==> config.mk <==
export PLATFORM = sky130hd
export DESIGN_NAME = bgvs_ctrl
export DESIGN_NICKNAME = d
export VERILOG_FILES = /design/src/hdl/bgvs_pkg.sv /design/src/hdl/bgvs_ctrl.sv
export SDC_FILE = /design/constraint.sdc
export NUM_CORES = 1
export LEC_CHECK = 0
export BUFFER_PORTS_ARGS = -buffer_cell sky130_fd_sc_hd__buf_2
export CORE_UTILIZATION = 50
export DETAILED_ROUTE_END_ITERATION = 7
export PLACE_DENSITY = 0.72
export SYNTH_ARGS = -nofsm -noshare
export SYNTH_HDL_FRONTEND = slang
export SYNTH_SLANG_ARGS = --single-unit
==> constraint.sdc <==
create_clock -name clk -period 6.8 [get_ports clk]
set_clock_uncertainty 0.1 [all_clocks]
set_input_delay 2.04 -clock clk [delete_from_list [all_inputs] [get_ports clk]]
set_output_delay 2.04 -clock clk [all_outputs]
set_load 0.02 [all_outputs]
==> src/hdl/bgvs_pkg.sv <==
// Shared types and constants of the grown vector store.
package bgvs_pkg;

    localparam int VALUE_W     = 32;
    localparam int INDEX_W     = 10;
    localparam int CFG_W       = 11;
    localparam int CFG_INDEX_W = 1;
    localparam int STATUS_W    = 3;

    localparam logic [CFG_INDEX_W-1:0] REG_ORIGINAL_SIZE = 1'b0;
    localparam logic [CFG_INDEX_W-1:0] REG_BLOCK_SIZE    = 1'b1;

    localparam logic [CFG_W-1:0] ORIGINAL_SIZE_RESET = 11'd16;
    localparam logic [CFG_W-1:0] BLOCK_SIZE_RESET    = 11'd16;

    typedef enum logic [1:0] {
        OP_PUSH = 2'd0,
        OP_POP  = 2'd1,
        OP_GET  = 2'd2,
        OP_SET  = 2'd3
    } op_t;

    typedef enum logic [STATUS_W-1:0] {
        ST_OK          = 3'd0,
        ST_OVERFLOW    = 3'd1,
        ST_UNDERFLOW   = 3'd2,
        ST_WRONG_INDEX = 3'd3,
        ST_NO_ROOM     = 3'd4
    } status_t;

    typedef struct packed {
        logic    mem_we;
        logic    mem_re;
        status_t status;
    } bgvs_req_t;

endpackage

==> src/hdl/bgvs_ctrl.sv <==
// Count, capacity and configuration registers with the per-request decision logic.
module bgvs_ctrl
    import bgvs_pkg::*;
#(
    parameter int DEPTH = 1024,
    parameter int AW    = 10,
    parameter int CW    = 13
)
(
    input  logic                   clk,
    input  logic                   rst_n,
    input  logic                   accept,
    input  logic [1:0]             operation,
    input  logic [INDEX_W-1:0]     index,
    input  logic                   cfg_we,
    input  logic [CFG_INDEX_W-1:0] cfg_index,
    input  logic [CFG_W-1:0]       cfg_data,
    output bgvs_req_t              req,
    output logic [AW-1:0]          addr,
    output logic [CW-1:0]          count_next,
    output logic [CW-1:0]          cap_next
);

    localparam logic [CW-1:0] DEPTH_C = CW'(DEPTH);

    logic [CW-1:0]    count_reg;
    logic [CW-1:0]    cap_reg;
    logic [CFG_W-1:0] orig_reg;
    logic [CFG_W-1:0] block_reg;
    logic [CFG_W-1:0] orig_next;
    logic [CFG_W-1:0] block_next;

    logic [CW-1:0] block_ext;
    logic [CW-1:0] orig_ext;
    logic [CW-1:0] dbl_block;
    logic [CW-1:0] grown;
    logic [CW-1:0] count_m1;
    logic [CW-1:0] index_ext;
    logic [CW-1:0] new_cap;
    logic [CW-1:0] addr_full;

    assign block_ext = CW'(block_reg);
    assign orig_ext  = CW'(orig_reg);
    assign dbl_block = CW'({block_reg, 1'b0});
    assign grown     = cap_reg + block_ext;
    assign count_m1  = count_reg - CW'(1);
    assign index_ext = CW'(index);

    always_comb
    begin
        req        = '{mem_we: 1'b0, mem_re: 1'b0, status: ST_OK};
        addr_full  = '0;
        count_next = count_reg;
        cap_next   = cap_reg;
        new_cap    = cap_reg;
        case (op_t'(operation))
            OP_PUSH:
            begin
                if (count_reg >= cap_reg)
                begin
                    if (block_reg == '0)
                    begin
                        req.status = ST_OVERFLOW;
                    end
                    else if (grown > DEPTH_C)
                    begin
                        req.status = ST_NO_ROOM;
                    end
                    else
                    begin
                        new_cap = grown;
                    end
                end
                if (req.status == ST_OK && count_reg >= DEPTH_C)
                begin
                    req.status = ST_NO_ROOM;
                end
                if (req.status == ST_OK)
                begin
                    req.mem_we = 1'b1;
                    addr_full  = count_reg;
                    count_next = count_reg + CW'(1);
                    cap_next   = new_cap;
                end
            end
            OP_POP:
            begin
                if (count_reg == '0 || count_reg > DEPTH_C)
                begin
                    req.status = ST_UNDERFLOW;
                end
                else
                begin
                    req.mem_re = 1'b1;
                    addr_full  = count_m1;
                    count_next = count_m1;
                    if (block_reg != '0 && cap_reg > orig_ext && cap_reg >= count_m1 &&
                        (cap_reg - count_m1) >= dbl_block)
                    begin
                        cap_next = cap_reg - block_ext;
                    end
                end
            end
            OP_GET, OP_SET:
            begin
                if (index_ext >= count_reg || index_ext >= DEPTH_C)
                begin
                    req.status = ST_WRONG_INDEX;
                end
                else
                begin
                    addr_full = index_ext;
                    if (op_t'(operation) == OP_GET)
                    begin
                        req.mem_re = 1'b1;
                    end
                    else
                    begin
                        req.mem_we = 1'b1;
                    end
                end
            end
            default:
            begin
                req.status = ST_OK;
            end
        endcase
    end

    assign addr = addr_full[AW-1:0];

    always_comb
    begin
        orig_next  = orig_reg;
        block_next = block_reg;
        case (cfg_index)
            REG_ORIGINAL_SIZE: orig_next  = cfg_data;
            REG_BLOCK_SIZE:    block_next = cfg_data;
            default:           orig_next  = orig_reg;
        endcase
    end

    always_ff @(posedge clk or negedge rst_n)
    begin
        if (!rst_n)
        begin
            count_reg <= '0;
            cap_reg   <= CW'(ORIGINAL_SIZE_RESET);
            orig_reg  <= ORIGINAL_SIZE_RESET;
            block_reg <= BLOCK_SIZE_RESET;
        end
        else if (cfg_we)
        begin
            orig_reg  <= orig_next;
            block_reg <= block_next;
            cap_reg   <= CW'(orig_next);
        end
        else if (accept)
        begin
            count_reg <= count_next;
            cap_reg   <= cap_next;
        end
    end

endmodule

## After elaboration in Yosys (flattened, before gate mapping)

Index checks and enable logic that the tools add are counted.

| word-level totals | value |
|---|---|
| bits in registers | 48 |
| output and inout bits | 41 |
| logic and storage cells | 71 |

| operators by class | value |
|---|---|
| add/subtract/negate cells | 5 |
| $lt $le $gt $ge | 9 |
| eq/ne operators | 3 |
| mux-type cells | 33 |
| bitwise operators | 1 |
| reduce and logical (&&, ||, !) cells | 16 |

Operators by type and width:

| operator | count |
|---|---|
| 2-to-1 mux 13 bit | 10 |
| one-hot mux 13 bit (2 select lines) | 2 |
| 2-to-1 mux 10 bit | 3 |
| one-hot mux 10 bit (3 select lines) | 1 |
| >= comparator 13 bit | 2 |
| greater-than comparator 13 x 11 -> 1 bit, second input constant | 2 |
| 2-to-1 mux 3 bit | 6 |
| adder 13 x 1 -> 13 bit, second input constant | 1 |
| adder 13 x 11 -> 13 bit | 1 |
| >= comparator 10 x 13 -> 1 bit | 1 |
| >= comparator 13 x 11 -> 1 bit, second input constant | 1 |
| >= comparator 13 x 12 -> 1 bit | 1 |
| greater-than comparator 13 x 11 -> 1 bit | 1 |
| logical NOT 13 bit | 1 |
| subtractor 13 x 1 -> 13 bit, second input constant | 1 |
| subtractor 13 x 11 -> 13 bit | 1 |
| subtractor 13 bit | 1 |
| >= comparator 10 x 11 -> 1 bit, second input constant | 1 |
| logical NOT 11 bit | 1 |
| 2-to-1 mux 11 bit | 1 |
| nonzero test 11 bit | 1 |
| one-hot mux 3 bit (3 select lines) | 1 |
| logical NOT 3 bit | 2 |
| 2-to-1 mux 2 bit | 3 |
| 11 further kinds | 21 |

## Logic depth before layout (Yosys ltp)

| depth | value |
|---|---|
| depth after elaboration | 15 |
| depth in mapped cells | 22 |

## Least setup slack after synthesis

No wires, ideal clock.

| timing path | value |
|---|---|
| path type | register to output |
| start | register count_reg[2] |
| end | output cap_next[10] |
| arrival | 4.880 ns |
| setup slack | -0.220 ns |
| cell stages (with the launch flop) | 23 |
| cell sequence | dfrtp_1 > clkbuf_1 > nor3_1 > nand2_1 > or3_1 > nand2_1 > inv_1 > ha_1 > or3_1 > o21ai_0 > a21oi_1 > a21o_1 > a21o_1 > a21oi_1 > xnor2_1 > ha_1 > o21ai_0 > a31oi_1 > o311ai_1 > buf_2 > mux2i_1 > o22ai_1 > a21o_1 |

| between the ends | value |
|---|---|
| cells in the longest elaborated chain, start to end | 10 |
| elaborated cells on any way between the ends | 23 |

RTL lines:

| item | line | text |
|---|---|---|
| start, declared | bgvs_ctrl.sv:26 | `logic [CW-1:0] count_reg;` |
| start signal, assigned | bgvs_ctrl.sv:160 | `count_reg <= count_next;` |
| branches (longest 9 deep; another with subtractor 13 x 1 -> 13 bit) | n/a |  |
| one-hot mux 13 bit (2 select lines) (*) | bgvs_ctrl.sv:56 | `case (op_t'(operation))` |
| end, declared | bgvs_ctrl.sv:21 | `output logic [CW-1:0] cap_next` |

Every way passes the cells marked *. The select of a mux whose other input is x is not followed.

## Worst setup path in the final report

| timing path | value |
|---|---|
| start | register count_reg[1] |
| end | output count_next[5] |

| between the ends | value |
|---|---|
| cells in the longest elaborated chain, start to end | 10 |
| elaborated cells on any way between the ends | 17 |

RTL lines:

| item | line | text |
|---|---|---|
| >= comparator 13 bit | bgvs_ctrl.sv:59 | `if (count_reg >= cap_reg)` |
| 2-to-1 mux 3 bit | bgvs_ctrl.sv:59 |  |
| 2-to-1 mux 3 bit | bgvs_ctrl.sv:56 |  |
| logical NOT 3 bit | bgvs_ctrl.sv:74 | `if (req.status == ST_OK && count_reg >= DEPTH_C)` |
| logical AND 1 bit | bgvs_ctrl.sv:74 |  |
| 2-to-1 mux 3 bit | bgvs_ctrl.sv:74 |  |
| 2-to-1 mux 3 bit | bgvs_ctrl.sv:56 |  |
| logical NOT 3 bit | bgvs_ctrl.sv:78 | `if (req.status == ST_OK)` |
| 2-to-1 mux 13 bit | bgvs_ctrl.sv:78 |  |
| one-hot mux 13 bit (2 select lines) (*) | bgvs_ctrl.sv:56 |  |
| end, declared | bgvs_ctrl.sv:20 | `output logic [CW-1:0] count_next,` |

Every way passes the cells marked *; elsewhere a longest branch is shown, timed or not. The select of a mux whose other input is x is not followed.

==> impl_metrics.json <==
{
  "status": "finished with violations",
  "violations": "design-rule violations, negative setup slack",
  "avgRoutedWirePerCell_um": 21.2,
  "gr-usage-met2_pct": 53.8,
  "pin_count": 69,
  "dieWidth_um": 116,
  "grt_pass1_vias": 6842,
  "cp-end-kind": "primary output",
  "power.leakage_nw": 3.85,
  "worstPathArrival_ns": 4.82,
  "rsz0062_at_grt": "yes",
  "grtUsageTotal_pct": 36.1,
  "cp.required_ns": 4.66,
  "layout-drive-gt1-share_pct": 24.9,
  "startpoint_type": "register",
  "synth_warnings": 0,
  "synth_area_per_cell_um2": 7.76,
  "fp.dieH_um": 116,
  "cts_tree": "yes",
  "cap_violations": 0,
  "place_congestion": 1.02,
  "netlist_instances": 842,
  "worst_slack_ns": -0.161,
  "ys.flop_type": "dfrtp_1",
  "worstHoldPathCells": 2,
  "maxSlewViolCount": 0,
  "clk_pin_slew_worst_paths_ns": 0.07,
  "worstMarginPinSlew_ns": 1.17,
  "place_area_um2": 7330,
  "seq_area_frac_synth_pct": 18.4,
  "syn_to_final_growth_pct": 25.2,
  "top_usage_layer": "met2",
  "via_count": 7429,
  "reg2reg_depth": 20,
  "grt_pass1_wl_um": 37100,
  "dp_hpwl_um": 17600,
  "criticalPathCategory": "reg -> out",
  "fillers": 1118,
  "dp_cells": 1092,
  "async_flop_share_pct": 100,
  "rows": 41,
  "synth_fp_nets": 958,
  "coreArea_um2": 12700,
  "slew_headroom_pct": 21.7,
  "max_freq_mhz": 144,
  "cts_max_level": 2,
  "cts_root_buffer": "clkbuf_16",
  "synthDistinctLibCells": 74,
  "min_path_type": "reg -> reg",
  "drt_iter0_markers": 1000,
  "syn_area_um2": 6530,
  "fin_area_um2": 8180,
  "drc_errors": 1,
  "port_buffers": 68,
  "slowest_stage": "dfrtp_1",
  "critPathMostFrequentCell": "buf_4",
  "ir_drop_mv": 0.185,
  "grt_max_degree": 49,
  "drt_pass1_iterations": 8,
  "start_util_pct": 51.5,
  "max_stage_delay_ns": 0.42,
  "synth_edf_count": 0,
  "cts_buffers": 5,
  "viasPerCell": 6.48,
  "ys_ff_latch": 48,
  "cts_sinks": 48,
  "dieArea_um2": 13500,
  "finalNonFillerCells": 1146,
  "nets": 1089,
  "cts_buffer_depth": 2,
  "setup_viol": 14,
  "clkLatencyLatePin_ns": 0.30,
  "register_area_um2": 1200,
  "use_met3_pct": 6.85,
  "antennaDiodeCount": 0,
  "p_per_area_nw_per_um2": 380,
  "multi_input_area_um2": 5180,
  "finalCriticalPeriod_ns": 6.96,
  "grtUsageMet1_pct": 52.1,
  "antenna_found_initial": 0,
  "timing.final.crit_share_pct": 102,
  "ant_nets": 0,
  "grt_overflow": 0,
  "path_max_fanout": 4,
  "hold_violations": 0,
  "routed_wl_um": 24300
}
critical path: cells and delay by family (launching register included):
| kind | cells | cell delay (ns) |
|---|---|---|
| flops | 1 | 0.42 |
| simple gates | 4 | 0.51 |
| compound gates | 4 | 0.43 |
| buf+inv | 25 | 3.17 |
routing by layer:
metal	wire, um	vias to the layer above
met5	0	-
met4	799	0
met3	2820	87
met2	10300	514
met1	10300	3461
li1	-	3367
timing repair:
action | 4_1_cts | 5_1_grt
buffers inserted | 34 | 11
gates cloned | 1 | 0
hold buffers | 0 | 0
pin swaps | 15 | 25
endpoints found under the setup margin | 13 | 14
gates resized for setup | 45 | 33
cells in the mapped netlist (6+ instances only):
library cell / number / area (um^2)
ha_1: 85 / 1060
nor2_1: 83 / 312
inv_1: 62 / 233
nand2_1: 60 / 225
a21oi_1: 53 / 265
o21ai_0: 49 / 245
dfrtp_1: 45 / 1130
clkbuf_1: 38 / 143
xnor2_1: 31 / 272
mux2i_1: 25 / 250
nor3_1: 25 / 125
nand3_1: 19 / 95.1
a21o_1: 16 / 120
mux2_2: 14 / 158
nand4_1: 13 / 81.3
nor2b_1: 13 / 81.3
o21a_1: 13 / 97.6
o31ai_1: 12 / 90.1
or3_1: 12 / 75.1
o2bb2ai_1: 11 / 96.3
a31oi_1: 10 / 62.6
a221o_1: 9 / 90.1
o22ai_1: 9 / 56.3
nor4_1: 8 / 50.1
nand2b_1: 7 / 43.8
o21bai_1: 7 / 52.6
xor2_1: 7 / 61.3
a211oi_1: 6 / 45.0
o211ai_1: 6 / 45.0
cell families (layout without fill, tap and decap cells):
| family | after synthesis | count (layout) | synth area share, % |
|---|---|---|---|
| buffers and inverters | 105 | 237 | 6.07 |
| flip-flops | 48 | 48 | 18.4 |
| AO/OA/AOI/OAI | 258 | 258 | 27.0 |
| AND/OR/NAND/NOR | 266 | 266 | 19.9 |
| XOR/XNOR | 38 | 38 | 5.10 |
| multiplexers | 39 | 39 | 6.25 |
| adder cells (fa/ha/maj) | 88 | 88 | 17.2 |
power breakdown:
part | internal, W | switching (W)
Sequential | 0.000338 | 0.0000865
Clock | 0.000213 | 0.000128
Combinational | 0.00101 | 0.00133
stage by stage:
step	power [W]	setup TNS, ns	worst slack [ns]	hold slack [ns]	util (%)
2_1_floorplan	0.00177	0	0.0523	0.387	-
3_3_place_gp	0.00238	0	0.0696	0.430	57.8
3_5_place_dp	0.00238	0	0.0678	0.427	57.8
4_1_cts	0.00294	-0.00799	-0.00799	0.441	63.0
5_1_grt	0.00330	-3.25	-0.286	0.495	64.5
6_report	0.00310	-1.43	-0.161	0.446	64.5
path summary, 6_finish.rpt:
| kind | startpoint | end | slack [ns] |
|---|---|---|---|
| min reg2reg | orig_reg[4] | orig_reg[4] | 0.45 |
| min in group asynchronous | rst_n | orig_reg[2] | 1.75 |
| max in group asynchronous | rst_n | count_reg[7] | 4.41 |
| max | count_reg[1] | count_next[5] | -0.16 |
| max reg2reg | count_reg[1] | cap_reg[10] | 1.99 |
| min | orig_reg[4] | orig_reg[4] | 0.45 |
final cells by class:
type / count / area share, %
multi-input cells: 689 / 63.3
flip-flops and latches: 48 / 14.7
repair buffers: 165 / 14.0
inverters: 64 / 2.97
well taps: 172 / 2.63
clock buffers: 5 / 1.53
clock inverters: 3 / 0.842
placed cells by master, fill, tap and decap left out, types with 5 or more instances in the layout:
cell type / n
o31a_1: 5
xor2_1: 7
nor2b_1: 13
o21ai_0: 40
mux2_2: 14
clkbuf_16: 5
nor2_1: 81
dfrtp_1: 45
o31ai_1: 11
a21o_1: 16
or3_1: 11
nand2_1: 59
o2bb2ai_1: 11
nand2b_1: 7
inv_1: 59
o21bai_1: 7
nand4_1: 13
o21a_1: 13
a31oi_1: 8
a221o_1: 9
nand3_1: 18
buf_4: 99
mux2i_1: 23
buf_6: 11
a211oi_1: 6
xnor2_1: 29
o22ai_1: 7
buf_2: 55
a21oi_1: 49
nor3_1: 24
o211ai_1: 6
nor4_1: 7
o21ai_1: 10
ha_1: 81
Note: power is estimated with default switching activity, not from simulation.
